`src/sv/sks_pkg.sv`:
```
// ----------------------------------------------------------------------------
// sks_pkg: shared types and constants for the SPI keyboard scancode slave
// Event and response transaction types, event codes, phase codes, commands.
// ----------------------------------------------------------------------------
package sks_pkg;

    localparam logic [1:0] OP_SELECT   = 2'd0;
    localparam logic [1:0] OP_DESELECT = 2'd1;
    localparam logic [1:0] OP_BYTE     = 2'd2;
    localparam logic [1:0] OP_READY    = 2'd3;

    localparam logic [6:0] CMD_RESET  = 7'h00;
    localparam logic [6:0] CMD_STATUS = 7'h01;

    localparam logic [7:0] RSP_ZERO  = 8'h00;
    localparam logic [7:0] RSP_EMPTY = 8'hFF;

    typedef enum logic [4:0] {
        PH_IDLE    = 5'b00001,
        PH_NEW     = 5'b00010,
        PH_READ    = 5'b00100,
        PH_RESPOND = 5'b01000,
        PH_DONE    = 5'b10000
    } phase_t;

    typedef struct packed {
        logic [1:0] op;
        logic [7:0] mosi_byte;
        logic       ready_level;
        logic [7:0] scancode;
    } evt_t;

    typedef struct packed {
        logic [7:0] miso_byte;
        logic       miso_valid;
        logic       irq;
    } rsp_t;

endpackage

```
`src/sv/spi_keyboard_scancode_slave.sv`:
```
// A response transaction is registered into the response buffer when its event is accepted.
// Throughput: one event per cycle while evt_stall is low; the response buffer holds two transactions.
// Event stall rises only when both buffer entries wait on a stalled output.
// Reset: rst_n clears phase to idle, the held scancode, the full flag and the buffer.
// ----------------------------------------------------------------------------
// spi_keyboard_scancode_slave: SPI slave holding one keyboard scancode
// Event decoder with state registers feeding a registered response buffer.
// ----------------------------------------------------------------------------
module spi_keyboard_scancode_slave
(
    input  logic          clk,
    input  logic          rst_n,
    input  logic          evt_valid,
    output logic          evt_stall,
    input  sks_pkg::evt_t evt,
    output logic          rsp_valid,
    input  logic          rsp_stall,
    output sks_pkg::rsp_t rsp
);
    import sks_pkg::*;

    logic accept;
    logic full;
    rsp_t step_rsp;

    assign evt_stall = full;
    assign accept    = evt_valid && !full;

    sks_core u_core
    (
        .clk    (clk),
        .rst_n  (rst_n),
        .accept (accept),
        .evt    (evt),
        .rsp    (step_rsp)
    );

    sks_out_buf u_out_buf
    (
        .clk       (clk),
        .rst_n     (rst_n),
        .push      (accept),
        .din       (step_rsp),
        .full      (full),
        .rsp_valid (rsp_valid),
        .rsp_stall (rsp_stall),
        .rsp       (rsp)
    );

endmodule

```
`src/sv/sks_core.sv`:
```
// ----------------------------------------------------------------------------
// sks_core: transfer phase, held scancode and full flag
// Decodes one accepted event transaction per cycle and forms its response.
// ----------------------------------------------------------------------------
module sks_core
(
    input  logic          clk,
    input  logic          rst_n,
    input  logic          accept,
    input  sks_pkg::evt_t evt,
    output sks_pkg::rsp_t rsp
);
    import sks_pkg::*;

    phase_t     phase_reg;
    phase_t     phase_next;
    logic [7:0] held_code_reg;
    logic [7:0] held_code_next;
    logic       waiting_reg;
    logic       waiting_next;
    logic [7:0] miso;
    logic       miso_valid;
    logic [6:0] cmd;

    assign cmd = evt.mosi_byte[6:0];

    always_comb
    begin
        phase_next     = phase_reg;
        held_code_next = held_code_reg;
        waiting_next   = waiting_reg;
        miso           = RSP_ZERO;
        miso_valid     = 1'b0;
        unique case (evt.op)
            OP_SELECT:
            begin
                phase_next = PH_NEW;
            end
            OP_DESELECT:
            begin
                phase_next = PH_IDLE;
            end
            OP_BYTE:
            begin
                miso_valid = 1'b1;
                unique case (phase_reg)
                    PH_NEW:
                    begin
                        if (evt.mosi_byte[7])
                        begin
                            phase_next = PH_RESPOND;
                            if (cmd == CMD_RESET)
                            begin
                                phase_next     = PH_IDLE;
                                held_code_next = RSP_ZERO;
                                waiting_next   = 1'b0;
                            end
                            else if (cmd == CMD_STATUS)
                            begin
                                miso = waiting_reg ? RSP_ZERO : RSP_EMPTY;
                            end
                        end
                        else
                        begin
                            phase_next     = PH_READ;
                            miso           = held_code_reg;
                            held_code_next = RSP_ZERO;
                            waiting_next   = 1'b0;
                        end
                    end
                    PH_READ, PH_RESPOND:
                    begin
                        phase_next = PH_DONE;
                    end
                    default:
                    begin
                        phase_next = phase_reg;
                    end
                endcase
            end
            OP_READY:
            begin
                if (evt.ready_level)
                begin
                    held_code_next = evt.scancode;
                    waiting_next   = 1'b1;
                end
            end
            default:
            begin
                phase_next = phase_reg;
            end
        endcase
    end

    assign rsp.miso_byte  = miso;
    assign rsp.miso_valid = miso_valid;
    assign rsp.irq        = waiting_next;

    always_ff @(posedge clk or negedge rst_n)
    begin
        if (!rst_n)
        begin
            phase_reg     <= PH_IDLE;
            held_code_reg <= 8'h00;
            waiting_reg   <= 1'b0;
        end
        else if (accept)
        begin
            phase_reg     <= phase_next;
            held_code_reg <= held_code_next;
            waiting_reg   <= waiting_next;
        end
    end

    a_phase_onehot: assert property (@(posedge clk) disable iff (!rst_n)
        $onehot(phase_reg))
        else $error("phase register lost its one-hot code");

    a_empty_clear: assert property (@(posedge clk) disable iff (!rst_n)
        !waiting_reg |-> (held_code_reg == 8'h00))
        else $error("held scancode nonzero while empty");

    a_ready_store: assert property (@(posedge clk) disable iff (!rst_n)
        (accept && evt.op == OP_READY && evt.ready_level)
        |=> (waiting_reg && held_code_reg == $past(evt.scancode)))
        else $error("ready level did not store scancode");

    a_deselect: assert property (@(posedge clk) disable iff (!rst_n)
        (accept && evt.op == OP_DESELECT) |=> (phase_reg == PH_IDLE))
        else $error("deselect did not return to idle");

endmodule

```
`src/sv/sks_out_buf.sv`:
```
// ----------------------------------------------------------------------------
// sks_out_buf: two-entry response buffer
// Registers responses and absorbs one transaction of output stall.
// ----------------------------------------------------------------------------
module sks_out_buf
(
    input  logic          clk,
    input  logic          rst_n,
    input  logic          push,
    input  sks_pkg::rsp_t din,
    output logic          full,
    output logic          rsp_valid,
    input  logic          rsp_stall,
    output sks_pkg::rsp_t rsp
);
    import sks_pkg::*;

    rsp_t       slot0_reg;
    rsp_t       slot1_reg;
    logic [1:0] count_reg;
    logic [1:0] count_next;
    logic       pop;

    assign rsp_valid = (count_reg != 2'd0);
    assign full      = (count_reg == 2'd2);
    assign pop       = rsp_valid && !rsp_stall;
    assign rsp       = slot0_reg;

    always_comb
    begin
        count_next = count_reg;
        if (push && !pop)
        begin
            count_next = count_reg + 2'd1;
        end
        else if (pop && !push)
        begin
            count_next = count_reg - 2'd1;
        end
    end

    always_ff @(posedge clk)
    begin
        if (pop)
        begin
            if (count_reg == 2'd2)
            begin
                slot0_reg <= slot1_reg;
                if (push)
                begin
                    slot1_reg <= din;
                end
            end
            else if (push)
            begin
                slot0_reg <= din;
            end
        end
        else if (push)
        begin
            if (count_reg == 2'd0)
            begin
                slot0_reg <= din;
            end
            else
            begin
                slot1_reg <= din;
            end
        end
    end

    always_ff @(posedge clk or negedge rst_n)
    begin
        if (!rst_n)
        begin
            count_reg <= 2'd0;
        end
        else
        begin
            count_reg <= count_next;
        end
    end

endmodule

```
`config.mk`:
```
export PLATFORM = sky130hd
export DESIGN_NAME = spi_keyboard_scancode_slave
export DESIGN_NICKNAME = d
export VERILOG_FILES = /design/src/sv/sks_pkg.sv /design/src/sv/spi_keyboard_scancode_slave.sv /design/src/sv/sks_core.sv /design/src/sv/sks_out_buf.sv
export SDC_FILE = /design/constraint.sdc
export NUM_CORES = 1
export LEC_CHECK = 0
export BUFFER_PORTS_ARGS = -buffer_cell sky130_fd_sc_hd__buf_2
export CORE_MARGIN = 2
export CORE_UTILIZATION = 53
export DETAILED_ROUTE_END_ITERATION = 8
export PLACE_DENSITY = 0.72
export SKIP_LAST_GASP = 1
export SLEW_MARGIN = 5
export SYNTH_ARGS = -nofsm -noshare
export SYNTH_HDL_FRONTEND = slang
export SYNTH_HIERARCHICAL = 1
export SYNTH_SLANG_ARGS = --single-unit
```
`constraint.sdc`:
```
create_clock -name clk -period 3.7 [get_ports clk]
set_clock_uncertainty 0.1 [all_clocks]
set_input_delay 0.37 -clock clk [delete_from_list [all_inputs] [get_ports clk]]
set_output_delay 0.37 -clock clk [all_outputs]
set_load 0.05 [all_outputs]
```
# Word-level counts from Yosys, hierarchy flattened

Cells that the tools add are included.

Output and inout port bits: 12
Logic and storage cells: 81
Flip-flop bits (word level): 36

Equal/unequal tests: 14
Add/sub/neg operators: 2
Reductions and logical operators: 23
Muxes and demuxes: 32

Operators with widths:

| kind                 | count |
|---|---|
| $mux W10             | 9 |
| $mux W8              | 10 |
| $pmux W8 S2          | 1 |
| $pmux W5 S3          | 1 |
| $reduce_bool A2 Y1   | 6 |
| $pmux W5 S2          | 1 |
| $reduce_and A3 Y1    | 3 |
| $mux W4              | 2 |
| $eq A7 B1 Y1 const B | 1 |
| $logic_not A7 Y1     | 1 |
| $eq A2 B2 Y1 const B | 3 |
| $eq A5 B2 Y1 const B | 1 |
| $eq A5 B3 Y1 const B | 1 |
| $eq A5 B4 Y1 const B | 1 |
| $mux W1              | 5 |
| $reduce_and A5 Y1    | 1 |
| $logic_and A1 B1 Y1  | 4 |
| $logic_not A1 Y1     | 4 |
| $logic_not A2 Y1     | 2 |
| $mux W2              | 2 |
| $ne A2 B1 Y1 const B | 2 |
| $ne A2 B2 Y1 const B | 2 |
| $ne A3 B1 Y1 const B | 1 |
| $ne A3 B2 Y1 const B | 1 |
| 6 further kinds      | 6 |

# Logic depth before layout (Yosys ltp)

Depth in word-level cells: 9
Depth in mapped cells: 8
Depth with buffers taken out: 7

# By module

Netlist, hierarchy kept.

Modules (own cells, without submodules):

| module                      | times used | area an instance (um^2) | cells an instance | sequential area each (um^2) |
|---|---|---|---|---|
| sks_core                    | 1          | 992.2                   | 116               | 351.6 |
| sks_out_buf                 | 1          | 935.9                   | 48                | 650.6 |
| spi_keyboard_scancode_slave | 1          | 13.8                    | 1                 | 0.0 |

# Least setup slack after synthesis

OpenSTA, ideal clock, no wires.

Path kind: input to register
From: input evt[10] (netlist bit)
To: register u_out_buf.slot0_reg (netlist bit u_out_buf/rsp[0]) (data pin)
Path slack: 1.428 ns
Required time: 3.340 ns
Path buffers: 2
Cell stages on the path: 7
Arrival time: 1.912 ns
Path through: or4_4 -> o41a_1 -> buf_6 -> o21ai_0 -> nand2_1 -> buf_4 -> mux2_4

Word-level cells in the longest chain between the ends: 8
Elaborated cells between the ends (all ways): 10

RTL lines:

| element                       | RTL line                             | text |
|---|---|---|
| from (decl)                   | spi_keyboard_scancode_slave.sv:15    | `input sks_pkg::evt_t evt,` |
| $logic_not A7 Y1 (*)          | sks_core.sv:52                       | `if (cmd == CMD_RESET)` |
| $mux W1 (*)                   | sks_core.sv:52                       |  |
| $mux W1 (*)                   | sks_core.sv:49                       | `if (evt.mosi_byte[7])` |
| $mux W1 (*)                   | sks_core.sv:46                       | `unique case (phase_reg)` |
| $pmux W1 S2 (*)               | sks_core.sv:34                       | `unique case (evt.op)` |
| named net u_core.waiting_next | sks_core.sv:20                       | `logic waiting_next;` |
| $mux W10 (on tied branches)   | sks_out_buf.sv:61, sks_out_buf.sv:54 |  |
| $mux W10 (on tied branches)   | sks_out_buf.sv:59, sks_out_buf.sv:46 |  |
| $mux W10 (*)                  | sks_out_buf.sv:44                    | `if (pop)` |
| to (signal assigned)          | sks_out_buf.sv:48                    | `slot0_reg <= slot1_reg;` |
| to (signal assigned)          | sks_out_buf.sv:56                    | `slot0_reg <= din;` |
| to (signal assigned)          | sks_out_buf.sv:63                    | `slot0_reg <= din;` |
| to (decl)                     | sks_out_buf.sv:18                    | `rsp_t slot0_reg;` |

The timed path passes the listed nets; every way through them passes the cells marked *. The select of a mux whose other input is x is not followed.
A chain may end at the register's enable or synchronous reset.

# Final worst setup path

From: input evt[17] (netlist bit)
To: register u_core.waiting_reg

Word-level cells in the longest chain between the ends: 2
Elaborated cells between the ends (all ways): 3

RTL lines:

| element              | RTL line        | text |
|---|---|---|
| $eq A2 B2 Y1         | sks_core.sv:34  |  |
| $pmux W1 S2 (*)      | sks_core.sv:34  |  |
| to (signal assigned) | sks_core.sv:112 | `waiting_reg <= waiting_next;` |
| to (decl)            | sks_core.sv:19  | `logic waiting_reg;` |

Mark *: on every way between the ends. The rest lies on a longest branch, timed or not.

==> out/results.ini <==
[worst_setup_path]
reg2reg_from = u_out_buf/count_reg[1]
endpoint_kind = register
cp-start-kind = input port
rr_worst_depth = 5
cp_data_required_time_ns = 3.83
path_class = input port to register
r2r_setup_slack_ns = 1.48
arrival_ns = 2.37
r2r_end = u_out_buf/slot1_reg[3]
path_max_fanout = 9

[synthesis]
ys_async_sr_fraction_pct = 44.4
syn_avg_cell_area_sq_um = 11.8
synth_cells = 165
syn_nets = 194
synth_top_cells_by_area = edfxtp_1 31%, dfrtp_1 19%, mux2_4 7.7%, o211ai_1 6.2%, ha_1 3.9%
syn_area_sq_mm = 0.00194
synth_compound_area_share_pct = 11.3
synth_top_family_by_area = simple AND/OR/NAND/NOR gates
synth.top_cell.area_share_pct = 30.9
synth-edff-count = 20
yosysWarnings = 6
ys_seq_area_share_pct = 51.6
synthMuxAreaShare_pct = 10.6
yosysTopAreaCell = edfxtp_1
synth-xor-area-share_pct = 2.26
synth_simple_gate_area_share_pct = 15.7
ys.flop_type = edfxtp_1
yosysUniqueCellTypes = 43
synth-seq-cells = 36
synthAdderAreaFrac_pct = 3.87

[hold_path]
holdPathEnd = u_core/held_code_reg[5]
min_from = evt[5]
hp-class = input port to register
holdPathStages = 3

[drt]
dr_total_vias = 1401
vias_per_cell = 5.72
routed_wl_um = 3490
route.antenna.remaining_nets = 0
drtIter0Drc = 65
first_pass_iters = 5
wire_per_inst_um = 14.2
drc = 0

[floorplanning]
die_w_um = 64.5
initial_core_util_pct = 56.8
core_sq_mm = 0.00342
rows = 21
die_y_um = 64.5
dieArea_sq_mm = 0.00416
ios = 35

[grt]
grt_usage_pct = 18.3
grt_pass1_vias = 1351
grt_pass1_wl_um = 5870
antenna_found_initial = 0
overflow = 0
grt_max_degree = 17

[sta]
holdWs_ns = 0.200
tightest_slew_ns = 0.907
maxSlewViolCount = 0
finalHoldViolations = 0
timing.fmax_mhz = 447
fin_crit_ns = 2.24
setup-tns-final_ns = 0
maxSlewHeadroom_pct = 39.5
final-setup-viol-count = 0
grt_setup_unrepaired = no
period_share_pct = 60.4

[clock_tree]
clkLatencyLatePin_ns = 0.33
cts-root-buf = clkbuf_4
cts_buffer_depth = 2
cts_buffers = 5
clk_pin_slew_worst_paths_ns = 0.11
cts_tree = done
clkSinkCount = 36
htree_levels = 2
postCtsSetupRepairBufs = 0

[run_status]
status = finished clean

[finish]
synthToLayoutAreaGrowth_pct = 12.6
n_antenna_cell = 0
final_common_cell = buf_2
nets = 227
layout-drive-gt1-share_pct = 31.2
mostFrequentLayoutCells = 34 x buf_2, 20 x nor2_1, 20 x edfxtp_1

[flow_run]
drv_cap = 0

[placed_design]
port_buffers = 34
dp_hpwl_um = 2580
place.gp.congestion = 0.841

[pwr]
ir_drop_uv = 293
power.density_mw_per_mm2 = 730
p_leak_nw = 0.892

-- layer usage --
layer / GRT usage [%] / share of wire, %
met4: 7.98 / 1.1
met1: 21.6 / 43
met2: 31.3 / 49
met3: 4.86 / 6.4
met5: 0 / 0
-- critical path: stages --
cell and delay (ns):
buf_2 0.11, inv_1 0.08, ha_1 0.29, nor4bb_1 0.50
nand3_1 0.36, o21a_1 0.38, a22o_1 0.27
-- cells in the mapped netlist (2+ instances only) --
cell type  number
nor2b_4         2
xor2_1          2
o31ai_1         2
inv_1           5
mux2_4         10
xnor2_1         3
o21ai_0         3
clkbuf_1        3
a22oi_1         2
mux2_2          4
nand2_1        13
nor2_1         20
dfrtp_1        15
nand3_1        10
buf_6           2
edfxtp_1       20
nor3_1          2
buf_4           2
o211ai_1       16
ha_1            6
-- worst max-delay path by stage --
stage / cells past startpoint / to / startpoint / slack [ns]
3_5_place_dp: 7 / u_core/waiting_reg / evt[17] / 1.20
6_report: 7 / u_core/waiting_reg / evt[17] / 1.46
5_1_grt: 5 / u_out_buf/slot1_reg[1] / u_out_buf/count_reg[1] / 1.32
2_1_floorplan: 7 / u_out_buf/rsp[0] / evt[10] / 1.43
3_3_place_gp: 7 / u_core/waiting_reg / evt[17] / 1.30
4_1_cts: 5 / u_out_buf/slot1_reg[1] / u_out_buf/count_reg[1] / 1.47
-- final cells by class --
cell class              count  area, sq um
repair buffers             35          180
well taps                  46         57.6
inverters                   5         18.8
fillers                   285         1230
multi-input cells         115          848
clock buffers               5         37.5
flip-flops and latches     36         1000
clock inverters             3         42.5
-- kinds of logic after synthesis --
logic type               count (synthesis)
AO/OA/AOI/OAI                           30
XOR/XNOR                                 5
adder cells (fa/ha/maj)                  6
buffers and inverters                   14
flip-flops                              36
multiplexers                            15
AND/OR/NAND/NOR                         59
-- repair_timing --
| item | 4_1_cts | 5_1_grt |
|---|---|---|
| hold buffers | 1 | 0 |
| setup endpoints to repair | 0 | 0 |
| hold endpoints to repair | 15 | 0 |
| resized for setup | 0 | 0 |
-- stage by stage --
step | cell area, sq um | util (%) | worst slack, ns | power, W | cells
6_report | 2190 | 64.0 | 1.46 | 0.00160 | 245
5_1_grt | 2190 | 64.0 | 1.32 | 0.00169 | 245
4_1_cts | 2190 | 64.0 | 1.47 | 0.00160 | 245
3_5_place_dp | 2100 | 61.4 | 1.20 | 0.00133 | 236
3_3_place_gp | 2100 | 61.4 | 1.30 | 0.00130 | 236
2_1_floorplan | 1940 | - | 1.43 | 0.00121 | 165
-- power by group --
part	leakage [nW]	switching [W]	internal [W]
clock	0.0412	0.000135	0.000141
combinational	0.459	0.000403	0.000228
sequential	0.391	0.0000922	0.000597
total	0.892	0.000631	0.000966
Note: power is estimated with default switching activity, not from simulation.
